==> config.mk <==
export PLATFORM = sky130hd
export DESIGN_NAME = buffer_pool_slot_manager_flat
export DESIGN_NICKNAME = d
export VERILOG_FILES = /design/src/rtl/bpsm_pkg.sv /design/src/rtl/bpsm_if.sv /design/src/rtl/bpsm_cfg.sv /design/src/rtl/bpsm_store.sv /design/src/rtl/bpsm_engine.sv /design/src/rtl/buffer_pool_slot_manager.sv /design/src/flat_wrapper.sv
export SDC_FILE = /design/constraint.sdc
export NUM_CORES = 2
export LEC_CHECK = 0
export BUFFER_PORTS_ARGS = -buffer_cell sky130_fd_sc_hd__buf_2
export CORE_MARGIN = 2
export CORE_UTILIZATION = 55
export DETAILED_ROUTE_END_ITERATION = 16
export PLACE_DENSITY_LB_ADDON = 0.25
export SLEW_MARGIN = 10
export SYNTH_ARGS = -nofsm -noshare
export SYNTH_HDL_FRONTEND = slang
export SYNTH_SLANG_ARGS = --single-unit
==> constraint.sdc <==
create_clock -name clk -period 6.7 [get_ports clk]
set_input_delay 1.34 -clock clk [delete_from_list [all_inputs] [get_ports clk]]
set_output_delay 1.34 -clock clk [all_outputs]
set_load 0.02 [all_outputs]
==> src/rtl/bpsm_pkg.sv <==
// Shared types, constants and helpers of the buffer pool slot manager.
package bpsm_pkg;

  localparam int POOL_SLOTS = 16;
  localparam int KEY_BITS   = 32;

  localparam int SLOT_W = (POOL_SLOTS > 1) ? $clog2(POOL_SLOTS) : 1;
  localparam int CNT_W  = $clog2(POOL_SLOTS + 1);
  localparam int KEY_W  = (KEY_BITS < 32) ? KEY_BITS : 32;
  localparam int ADDR_W = 3;

  localparam logic [4:0]  MAX_ENTRIES_RST = 5'd16;
  localparam logic [31:0] GC_AGE_RST      = 32'd60;
  localparam logic [31:0] TICK_MAX        = 32'hFFFF_FFFF;

  // Commands.
  localparam logic [2:0] CMD_ALLOC   = 3'd0;
  localparam logic [2:0] CMD_FIND    = 3'd1;
  localparam logic [2:0] CMD_RELEASE = 3'd2;
  localparam logic [2:0] CMD_TOUCH   = 3'd3;
  localparam logic [2:0] CMD_GC      = 3'd4;

  // Result status codes.
  localparam logic [2:0] ST_REUSED    = 3'd0;
  localparam logic [2:0] ST_CREATED   = 3'd1;
  localparam logic [2:0] ST_REPLACED  = 3'd2;
  localparam logic [2:0] ST_NOSPACE   = 3'd3;
  localparam logic [2:0] ST_RELEASED  = 3'd4;
  localparam logic [2:0] ST_NOTFOUND  = 3'd5;
  localparam logic [2:0] ST_TOUCHED   = 3'd6;
  localparam logic [2:0] ST_COLLECTED = 3'd7;

  // Configuration register indexes.
  localparam logic REG_MAX_ENTRIES = 1'b0;
  localparam logic REG_GC_AGE      = 1'b1;

  typedef struct packed {
    logic [4:0]  max_entries;
    logic [31:0] gc_age;
  } cfg_t;

  typedef struct packed {
    logic [SLOT_W-1:0] rd_addr;
    logic              key_we;
    logic              stamp_we;
    logic [SLOT_W-1:0] wr_addr;
    logic [KEY_W-1:0]  wr_key;
    logic [3:0]        wr_type;
    logic [31:0]       wr_stamp;
  } mem_req_t;

  typedef struct packed {
    logic [KEY_W-1:0] key;
    logic [3:0]       elem_type;
    logic [31:0]      stamp;
  } mem_rsp_t;

  typedef struct packed {
    logic              found;
    logic [SLOT_W-1:0] idx;
  } pick_t;

  // Lowest set bit of a slot vector.
  function automatic pick_t lowest_set(input logic [POOL_SLOTS-1:0] vec);
    pick_t p;
    p.found = 1'b0;
    p.idx   = '0;
    for (int i = POOL_SLOTS - 1; i >= 0; i--) begin
      if (vec[i]) begin
        p.found = 1'b1;
        p.idx   = SLOT_W'(i);
      end
    end
    return p;
  endfunction

  function automatic logic [4:0] sat5(input logic [CNT_W-1:0] v);
    if (32'(v) > 32'd31) begin
      return 5'd31;
    end else begin
      return 5'(v);
    end
  endfunction

endpackage

==> src/rtl/bpsm_if.sv <==
// Request and response channel interfaces of the buffer pool slot manager.
interface bpsm_req_if import bpsm_pkg::*; ();
  logic        valid;
  logic        ready;
  logic [2:0]  cmd;
  logic [31:0] shape_key;
  logic [3:0]  elem_type;
  logic [3:0]  handle;
  logic        handle_present;

  modport source (output valid, cmd, shape_key, elem_type, handle, handle_present,
                  input ready);
  modport sink (input valid, cmd, shape_key, elem_type, handle, handle_present,
                output ready);
endinterface

interface bpsm_rsp_if import bpsm_pkg::*; ();
  logic       valid;
  logic       ready;
  logic [3:0] slot;
  logic [2:0] status;
  logic [4:0] free_count;
  logic [4:0] used_count;
  logic [4:0] removed_count;

  modport source (output valid, slot, status, free_count, used_count, removed_count,
                  input ready);
  modport sink (input valid, slot, status, free_count, used_count, removed_count,
                output ready);
endinterface

==> src/rtl/bpsm_cfg.sv <==
// APB configuration registers: occupancy limit and garbage collection age.
module bpsm_cfg import bpsm_pkg::*; (
  input  logic              clk,
  input  logic              rst,
  input  logic              psel,
  input  logic              penable,
  input  logic              pwrite,
  input  logic [ADDR_W-1:0] paddr,
  input  logic [31:0]       pwdata,
  output logic [31:0]       prdata,
  output logic              pready,
  output cfg_t              cfg
);

  logic reg_idx;
  logic wr_en;

  assign reg_idx = paddr[2];
  assign pready  = 1'b1;
  assign wr_en   = psel && penable && pwrite && pready;

  always_ff @(posedge clk) begin
    if (rst) begin
      cfg.max_entries <= MAX_ENTRIES_RST;
      cfg.gc_age      <= GC_AGE_RST;
    end else if (wr_en) begin
      case (reg_idx)
        REG_MAX_ENTRIES: cfg.max_entries <= pwdata[4:0];
        REG_GC_AGE:      cfg.gc_age      <= pwdata;
        default: ;
      endcase
    end
  end

  always_comb begin
    case (reg_idx)
      REG_MAX_ENTRIES: prdata = {27'd0, cfg.max_entries};
      REG_GC_AGE:      prdata = cfg.gc_age;
      default:         prdata = '0;
    endcase
  end

endmodule

==> src/rtl/bpsm_store.sv <==
// Slot payload memories: key and type in one, last-use stamp in the other.
module bpsm_store import bpsm_pkg::*; (
  input  logic     clk,
  input  mem_req_t req,
  output mem_rsp_t rsp
);

  logic [KEY_W+3:0] key_mem   [POOL_SLOTS];
  logic [31:0]      stamp_mem [POOL_SLOTS];

  always_ff @(posedge clk) begin
    if (req.key_we) begin
      key_mem[req.wr_addr] <= {req.wr_type, req.wr_key};
    end
    if (req.stamp_we) begin
      stamp_mem[req.wr_addr] <= req.wr_stamp;
    end
    {rsp.elem_type, rsp.key} <= key_mem[req.rd_addr];
    rsp.stamp                <= stamp_mem[req.rd_addr];
  end

endmodule

==> src/rtl/bpsm_engine.sv <==
// Command sequencer: slot state flags, counters, memory scan and result register.
module bpsm_engine import bpsm_pkg::*; (
  input  logic      clk,
  input  logic      rst,
  input  cfg_t      cfg,
  bpsm_req_if.sink  req,
  bpsm_rsp_if.source rsp,
  output mem_req_t  mem_req,
  input  mem_rsp_t  mem_rsp
);

  localparam logic [1:0] S_IDLE = 2'd0;
  localparam logic [1:0] S_SCAN = 2'd1;
  localparam logic [1:0] S_FIN  = 2'd2;

  localparam logic [SLOT_W-1:0] LAST_SLOT = SLOT_W'(POOL_SLOTS - 1);

  logic [1:0]            state;
  logic [2:0]            c_cmd;
  logic [KEY_W-1:0]      c_key;
  logic [3:0]            c_type;
  logic [SLOT_W-1:0]     c_hidx;
  logic                  c_hit;
  logic                  c_present;
  logic [SLOT_W-1:0]     iss_idx;
  logic                  iss_on;
  logic                  rd_vld;
  logic [SLOT_W-1:0]     rd_idx;
  logic                  match_found;
  logic [SLOT_W-1:0]     match_idx;
  logic [31:0]           thr;
  logic [31:0]           now_tick;
  logic [CNT_W-1:0]      removed;
  logic [CNT_W-1:0]      used_cnt;
  logic [CNT_W-1:0]      free_cnt;
  logic [POOL_SLOTS-1:0] slot_valid;
  logic [POOL_SLOTS-1:0] slot_busy;
  logic                  out_valid;
  logic [3:0]            out_slot;
  logic [2:0]            out_status;
  logic [4:0]            out_free;
  logic [4:0]            out_used;
  logic [4:0]            out_removed;

  logic                  req_fire;
  logic                  h_in_range;
  logic                  rd_free;
  logic                  key_match;
  logic                  gc_kill;
  logic                  fin_go;
  pick_t                 empty_pick;
  pick_t                 free_pick;

  // Finish-step decision.
  logic                  f_grant;
  logic                  f_set_valid;
  logic                  f_clr_busy;
  logic                  f_wr_key;
  logic                  f_wr_stamp;
  logic [SLOT_W-1:0]     f_idx;
  logic [2:0]            f_status;
  logic [CNT_W-1:0]      used_next;
  logic [CNT_W-1:0]      free_next;

  assign req.ready  = (state == S_IDLE);
  assign req_fire   = req.valid && req.ready;
  assign h_in_range = 32'(req.handle) < POOL_SLOTS;

  assign rd_free   = slot_valid[rd_idx] && !slot_busy[rd_idx];
  assign key_match = (mem_rsp.key == c_key) && (mem_rsp.elem_type == c_type);
  assign gc_kill   = rd_vld && (c_cmd == CMD_GC) && rd_free && (mem_rsp.stamp < thr);

  assign fin_go     = (state == S_FIN) && (!out_valid || rsp.ready);
  assign empty_pick = lowest_set(~slot_valid);
  assign free_pick  = lowest_set(slot_valid & ~slot_busy);

  always_comb begin
    f_grant     = 1'b0;
    f_set_valid = 1'b0;
    f_clr_busy  = 1'b0;
    f_wr_key    = 1'b0;
    f_wr_stamp  = 1'b0;
    f_idx       = '0;
    f_status    = ST_NOTFOUND;
    used_next   = used_cnt;
    free_next   = free_cnt;
    case (c_cmd)
      CMD_ALLOC, CMD_FIND: begin
        if (match_found) begin
          f_grant    = 1'b1;
          f_wr_stamp = 1'b1;
          f_idx      = match_idx;
          f_status   = ST_REUSED;
          free_next  = free_cnt - CNT_W'(1);
        end else if ((32'(used_cnt) < 32'(cfg.max_entries)) && empty_pick.found) begin
          f_grant     = 1'b1;
          f_set_valid = 1'b1;
          f_wr_key    = 1'b1;
          f_wr_stamp  = 1'b1;
          f_idx       = empty_pick.idx;
          f_status    = ST_CREATED;
          used_next   = used_cnt + CNT_W'(1);
        end else if ((c_cmd == CMD_ALLOC) && free_pick.found) begin
          f_grant    = 1'b1;
          f_wr_key   = 1'b1;
          f_wr_stamp = 1'b1;
          f_idx      = free_pick.idx;
          f_status   = ST_REPLACED;
          free_next  = free_cnt - CNT_W'(1);
        end else begin
          f_status = ST_NOSPACE;
        end
      end
      CMD_RELEASE: begin
        if (c_present && c_hit) begin
          f_clr_busy = 1'b1;
          f_wr_stamp = 1'b1;
          f_idx      = c_hidx;
          f_status   = ST_RELEASED;
          if (slot_busy[c_hidx]) begin
            free_next = free_cnt + CNT_W'(1);
          end
        end
      end
      CMD_TOUCH: begin
        if (c_hit) begin
          f_wr_stamp = 1'b1;
          f_idx      = c_hidx;
          f_status   = ST_TOUCHED;
        end
      end
      CMD_GC: begin
        f_status = ST_COLLECTED;
      end
      default: ;
    endcase
  end

  always_comb begin
    mem_req.rd_addr  = iss_idx;
    mem_req.key_we   = fin_go && f_wr_key;
    mem_req.stamp_we = fin_go && f_wr_stamp;
    mem_req.wr_addr  = f_idx;
    mem_req.wr_key   = c_key;
    mem_req.wr_type  = c_type;
    mem_req.wr_stamp = now_tick;
  end

  // Threshold is a registered function of the tick counter; it is current by the time the first scan data arrives.
  always_ff @(posedge clk) begin
    thr <= (now_tick > cfg.gc_age) ? (now_tick - cfg.gc_age) : 32'd0;
  end

  always_ff @(posedge clk) begin
    if (rst) begin
      state       <= S_IDLE;
      iss_on      <= 1'b0;
      rd_vld      <= 1'b0;
      now_tick    <= '0;
      used_cnt    <= '0;
      free_cnt    <= '0;
      slot_valid  <= '0;
      slot_busy   <= '0;
      out_valid   <= 1'b0;
      match_found <= 1'b0;
      removed     <= '0;
    end else begin
      rd_vld <= iss_on;
      rd_idx <= iss_idx;
      if (iss_on) begin
        iss_idx <= iss_idx + SLOT_W'(1);
        if (iss_idx == LAST_SLOT) begin
          iss_on <= 1'b0;
        end
      end
      if (rsp.ready && !fin_go) begin
        out_valid <= 1'b0;
      end

      case (state)
        S_IDLE: begin
          if (req_fire) begin
            c_cmd       <= req.cmd;
            c_key       <= req.shape_key[KEY_W-1:0];
            c_type      <= req.elem_type;
            c_hidx      <= SLOT_W'(req.handle);
            c_hit       <= h_in_range && slot_valid[SLOT_W'(req.handle)];
            c_present   <= req.handle_present;
            match_found <= 1'b0;
            removed     <= '0;
            iss_idx     <= '0;
            if (((req.cmd == CMD_ALLOC) || (req.cmd == CMD_GC)) && (now_tick != TICK_MAX)) begin
              now_tick <= now_tick + 32'd1;
            end
            if ((req.cmd == CMD_ALLOC) || (req.cmd == CMD_FIND) || (req.cmd == CMD_GC)) begin
              iss_on <= 1'b1;
              state  <= S_SCAN;
            end else begin
              state <= S_FIN;
            end
          end
        end
        S_SCAN: begin
          if (rd_vld) begin
            if (gc_kill) begin
              slot_valid[rd_idx] <= 1'b0;
              removed            <= removed + CNT_W'(1);
              used_cnt           <= used_cnt - CNT_W'(1);
              free_cnt           <= free_cnt - CNT_W'(1);
            end
            if ((c_cmd != CMD_GC) && rd_free && key_match && !match_found) begin
              match_found <= 1'b1;
              match_idx   <= rd_idx;
            end
            if (rd_idx == LAST_SLOT) begin
              state <= S_FIN;
            end
          end
        end
        S_FIN: begin
          if (fin_go) begin
            if (f_set_valid) begin
              slot_valid[f_idx] <= 1'b1;
            end
            if (f_grant) begin
              slot_busy[f_idx] <= 1'b1;
            end
            if (f_clr_busy) begin
              slot_busy[f_idx] <= 1'b0;
            end
            used_cnt    <= used_next;
            free_cnt    <= free_next;
            out_valid   <= 1'b1;
            out_slot    <= 4'(f_idx);
            out_status  <= f_status;
            out_free    <= sat5(free_next);
            out_used    <= sat5(used_next);
            out_removed <= sat5(removed);
            state       <= S_IDLE;
          end
        end
        default: state <= S_IDLE;
      endcase
    end
  end

  assign rsp.valid         = out_valid;
  assign rsp.slot          = out_slot;
  assign rsp.status        = out_status;
  assign rsp.free_count    = out_free;
  assign rsp.used_count    = out_used;
  assign rsp.removed_count = out_removed;

  a_used_matches: assert property (@(posedge clk) disable iff (rst)
    32'(used_cnt) == $countones(slot_valid))
    else $error("used counter differs from occupied slot flags");

  a_free_matches: assert property (@(posedge clk) disable iff (rst)
    32'(free_cnt) == $countones(slot_valid & ~slot_busy))
    else $error("free counter differs from free slot flags");

  a_busy_occupied: assert property (@(posedge clk) disable iff (rst)
    (slot_busy & ~slot_valid) == '0)
    else $error("busy flag set on an empty slot");

  a_read_in_scan: assert property (@(posedge clk) disable iff (rst)
    rd_vld |-> (state == S_SCAN))
    else $error("memory read data returned outside a scan");

endmodule

==> src/rtl/buffer_pool_slot_manager.sv <==
// Top level of the buffer pool slot manager.
// Commands arrive as beats on req (valid/ready); each produces exactly one
// result beat on rsp carrying the slot, a status code and the free, used and
// removed counts after the command. Two registers sit on an APB port:
// max_entries at byte address 0 and gc_age at byte address 4; write them
// only while no command is in flight.
// Allocate, find-or-create and garbage collect walk the slot memories one
// entry per cycle before presenting their result. Release, touch and unknown
// commands skip the scan and go straight to the finishing step. The next
// request is taken the cycle after a result is loaded. One command is
// handled at a time: the scan of the slot memory read port sets the rate.
// Memory writes only happen in the finishing cycle, so a scan never
// overlaps a write.
// A finished result sits in an output register and the next request is
// taken while it waits; if rsp stalls, the following command completes its
// work and then holds in its final step until the result register drains.
// Reset empties every slot, zeroes the tick counter and loads the default
// register values; the slot memories need no clearing.
module buffer_pool_slot_manager import bpsm_pkg::*; (
  input  logic              clk,
  input  logic              rst,
  bpsm_req_if.sink          req,
  bpsm_rsp_if.source        rsp,
  input  logic              psel,
  input  logic              penable,
  input  logic              pwrite,
  input  logic [ADDR_W-1:0] paddr,
  input  logic [31:0]       pwdata,
  output logic [31:0]       prdata,
  output logic              pready
);

  cfg_t     cfg;
  mem_req_t mem_req;
  mem_rsp_t mem_rsp;

  bpsm_cfg u_cfg (
    .clk     (clk),
    .rst     (rst),
    .psel    (psel),
    .penable (penable),
    .pwrite  (pwrite),
    .paddr   (paddr),
    .pwdata  (pwdata),
    .prdata  (prdata),
    .pready  (pready),
    .cfg     (cfg)
  );

  bpsm_store u_store (
    .clk (clk),
    .req (mem_req),
    .rsp (mem_rsp)
  );

  bpsm_engine u_engine (
    .clk     (clk),
    .rst     (rst),
    .cfg     (cfg),
    .req     (req),
    .rsp     (rsp),
    .mem_req (mem_req),
    .mem_rsp (mem_rsp)
  );

endmodule
==> src/flat_wrapper.sv <==
// flat-port wrapper written by rule: the top's interface ports become plain ports
module buffer_pool_slot_manager_flat import bpsm_pkg::*;
  (clk, rst, psel, penable, pwrite, paddr, pwdata, prdata, pready, req_valid, req_cmd, req_shape_key, req_elem_type, req_handle, req_handle_present, req_ready, rsp_valid, rsp_slot, rsp_status, rsp_free_count, rsp_used_count, rsp_removed_count, rsp_ready);
  bpsm_req_if req_i ();
  bpsm_rsp_if rsp_i ();
  input  logic clk;
  input  logic rst;
  input  logic psel;
  input  logic penable;
  input  logic pwrite;
  input  logic [ADDR_W-1:0] paddr;
  input  logic [31:0] pwdata;
  output logic [31:0] prdata;
  output logic pready;
  input wire logic [$bits(req_i.valid)-1:0] req_valid;
  input wire logic [$bits(req_i.cmd)-1:0] req_cmd;
  input wire logic [$bits(req_i.shape_key)-1:0] req_shape_key;
  input wire logic [$bits(req_i.elem_type)-1:0] req_elem_type;
  input wire logic [$bits(req_i.handle)-1:0] req_handle;
  input wire logic [$bits(req_i.handle_present)-1:0] req_handle_present;
  output wire logic [$bits(req_i.ready)-1:0] req_ready;
  output wire logic [$bits(rsp_i.valid)-1:0] rsp_valid;
  output wire logic [$bits(rsp_i.slot)-1:0] rsp_slot;
  output wire logic [$bits(rsp_i.status)-1:0] rsp_status;
  output wire logic [$bits(rsp_i.free_count)-1:0] rsp_free_count;
  output wire logic [$bits(rsp_i.used_count)-1:0] rsp_used_count;
  output wire logic [$bits(rsp_i.removed_count)-1:0] rsp_removed_count;
  input wire logic [$bits(rsp_i.ready)-1:0] rsp_ready;
  assign req_i.valid = req_valid;
  assign req_i.cmd = req_cmd;
  assign req_i.shape_key = req_shape_key;
  assign req_i.elem_type = req_elem_type;
  assign req_i.handle = req_handle;
  assign req_i.handle_present = req_handle_present;
  assign req_ready = req_i.ready;
  assign rsp_valid = rsp_i.valid;
  assign rsp_slot = rsp_i.slot;
  assign rsp_status = rsp_i.status;
  assign rsp_free_count = rsp_i.free_count;
  assign rsp_used_count = rsp_i.used_count;
  assign rsp_removed_count = rsp_i.removed_count;
  assign rsp_i.ready = rsp_ready;
  buffer_pool_slot_manager u_core (.clk(clk), .rst(rst), .req(req_i), .rsp(rsp_i), .psel(psel), .penable(penable), .pwrite(pwrite), .paddr(paddr), .pwdata(pwdata), .prdata(prdata), .pready(pready));
endmodule
==> results.md <==
* Global-route wire length before repair at 189000 um
* Final setup TNS at 0 ps
* VDD IR max at 0.259 mV
* Met3 Wirelength at 8530 um
* Wire per inst at 27.1 um
* TritonCTS buffer count at 137
* Antenna cells at 0
* Average size of a mapped cell at 18.0 um^2
* Reg clk slew, reported paths at 60 ps
* Root Driver: clkbuf_16
* Cell area after layout at 62200 um^2
* Number of global-route vias before repair at 29679
* Critical path required time at 7060 ps
* Via density at 6.26
* RePlAce Congestion at 0.895
* Tot Pwr at 18.1 mW
* Placed cell area at 57900 um^2
* Fraction of registers with async set/reset at 0%
* Post-CTS sizing at 0
* Fin crit period at 5150 ps
* Post-synthesis sequential area ratio at 71.3%
* WP data arrival at 5510 ps
* Pwr per Cell Area at 291 nW/um^2
* MaxCap Viol Count at 0
* DR iter-0 viols at 3091
* Register Area at 39500 um^2
* Initial DRT Pass Iterations at 8
* Fin worst setup slack at 1550 ps
* CTS sink cnt at 1389
* #FFs+latches synth at 1389
* WS Path Type: register to register
* YS warnings at 0
* Post-Syn Nets at 3236
* FILL cells at 6941
* Multi-input gate area at 15200 um^2
* Max clock buf depth at 3
* Startpoint types: register
* Slew margin rel. at 20.9%
* Slew Limit Fails at 0
* Number of flops mapped to enable cells by yosys at 1167
* Wl on met1 at 52900 um
* Fmax at 0.194 GHz
* Outcome: complete, no violations
* Worst setup EP type: register
* Largest net degree at the start of global routing at 126
* Postcts setup bufs at 0
* Ratio of cells with drive above 1 in the final layout at 23.8%
* Via count at 29339
* CTS tree: built
* DRT antenna net count at 0
* Hold Crit Class: register to register
* I/O Buffers at 139
* Distinct cells, synth at 76
* Hold Vio Cnt, Final at 0
* Clock skew at 25.6 ps
* Final Util at 62.2%
* Initial core utilization at 55.4%
* # DRC at 0
* Post-place setup slack at 1650 ps
* Met2 wire len at 62900 um
* Antenna violations before repair at 0
* Number of buffers inserted by hold repair at cts at 0
* Die area at 103000 um^2
* Final count of negative-setup-slack endpoints at 0
* Tot GR Track Use at 25.0%
* Die span in x at 321 um
* Nets at 3437
* Post-DP HPWL at 72800 um
* Unrepaired setup endpoints after global routing: false
* CP max FO at 36
* Register-to-register path setup slack at 1550 ps
* IO Pins at 143
* Gr ovfl total at 0
* Clk_lat worst skew at 750 ps
* Htree depth at 4
* Synth Cell Area at 55400 um^2
* Die height at 321 um
* Final WL at 127000 um
* Gate count after technology mapping at 3075
* Max Used Layer: met4
* Row count at 116
* Tcrit/Tclk final at 76.8%
* Core area at 100000 um^2
* Synth Flop Type: edfxtp_1
* Tightest Pin Transition at 1190 ps
* Leak pwr at 20.7 nW
* Synth-to-layout area growth at 12.4%
[report_power, final]
part	switching [mW]	internal [mW]	leakage [nW]	total (mW)
Sequential	0.123	9.42	12.6	9.54
Combinational	0.574	0.552	5.93	1.13
Clock	3.23	4.20	2.12	7.42
Total	3.92	14.2	20.7	18.1
[area by class of cell]
cell class | instances | area share (%)
flip-flops and latches | 1389 | 63.4
multi-input cells | 1459 | 24.5
clock buffers | 181 | 6.00
well taps | 1298 | 2.61
repair buffers | 199 | 1.93
clock inverters | 70 | 0.993
inverters | 90 | 0.543
[final timing paths]
check / end / from / cells past startpoint
worst max-delay path: u_core.u_store.key_mem[15][4] / u_core.u_engine.used_cnt[2] / 11
worst min-delay path: u_core.u_cfg.cfg[14] / u_core.u_cfg.cfg[14] / 2
worst max register to register: u_core.u_store.key_mem[15][4] / u_core.u_engine.used_cnt[2] / 11
worst min register to register: u_core.u_cfg.cfg[14] / u_core.u_cfg.cfg[14] / 2
[routing by layer]
layer,vias to the layer above,track usage [%]
li1,12709,-
met1,15202,35.2
met2,1232,40.8
met3,196,3.92
met4,0,7.26
met5,-,0
[per-stage QoR]
| step | cells | hold slack, ps |
|---|---|---|
| after floorplan | 3075 | 424 |
| after global placement | 4435 | 458 |
| after detailed placement | 4435 | 470 |
| after CTS | 4686 | 481 |
| after global routing | 4686 | 505 |
| final | 4686 | 482 |
[registers in the layout, summed over array words and instances, names as in the netlist, 16 cells and up, named ones only]
name                        flops
u_core.u_store.rsp             68
u_core.u_store.stamp_mem      512
u_core.u_engine.now_tick       32
u_core.u_engine.slot_valid     16
u_core.u_store.key_mem        576
u_core.u_engine.thr            32
u_core.u_cfg.cfg               37
u_core.u_engine.c_key          32
[worst max-delay path, stage by stage (launching register included)]
cell	delay, ps
dfxtp_1	400
ha_1	340
a21o_1	110
a31oi_1	30
o21ai_1	590
o21a_2	320
nor3b_1	400
nor4_1	110
nor3b_1	750
nand2_1	690
nor3_2	320
buf_4	650
[cell usage after synthesis, drive strengths merged (27+ instances only)]
cell type | count | share of area (%)
nand2 | 151 | 1.0
inv | 90 | 0.61
a21oi | 93 | 0.84
dfxtp | 222 | 8.0
buf | 27 | 0.21
mux4 | 354 | 14
nand2b | 40 | 0.45
edfxtp | 1167 | 63
and2 | 38 | 0.43
xor2 | 54 | 0.85
nand4 | 29 | 0.33
nor3 | 50 | 0.48
o21ai | 72 | 0.65
xnor2 | 50 | 0.79
ha | 74 | 1.7
clkbuf | 110 | 0.75
nand3 | 35 | 0.32
nor2 | 144 | 0.99
[cells by family after synthesis]
| family | count (synthesis) | share of synthesized area [%] |
|---|---|---|
| flip-flops | 1389 | 71.3 |
| AND/OR/NAND/NOR | 592 | 5.35 |
| multiplexers | 368 | 14.7 |
| AO/OA/AOI/OAI | 319 | 3.75 |
| buffers and inverters | 227 | 1.57 |
| XOR/XNOR | 104 | 1.65 |
| adder cells (fa/ha/maj) | 75 | 1.71 |
| other | 1 | 0.00677 |
[layout by cell type, fill, tap and decap left out, drive strengths merged, types with 48 or more instances in the layout]
master	n
nand2	151
mux4	354
ha	74
xor2	54
inv	99
xnor2	50
a21oi	93
edfxtp	1167
dfxtp	222
nor2	144
o21ai	72
clkbuf	181
buf	199
clkinv	48
nor3	50
(Power assumes the default switching activity.)
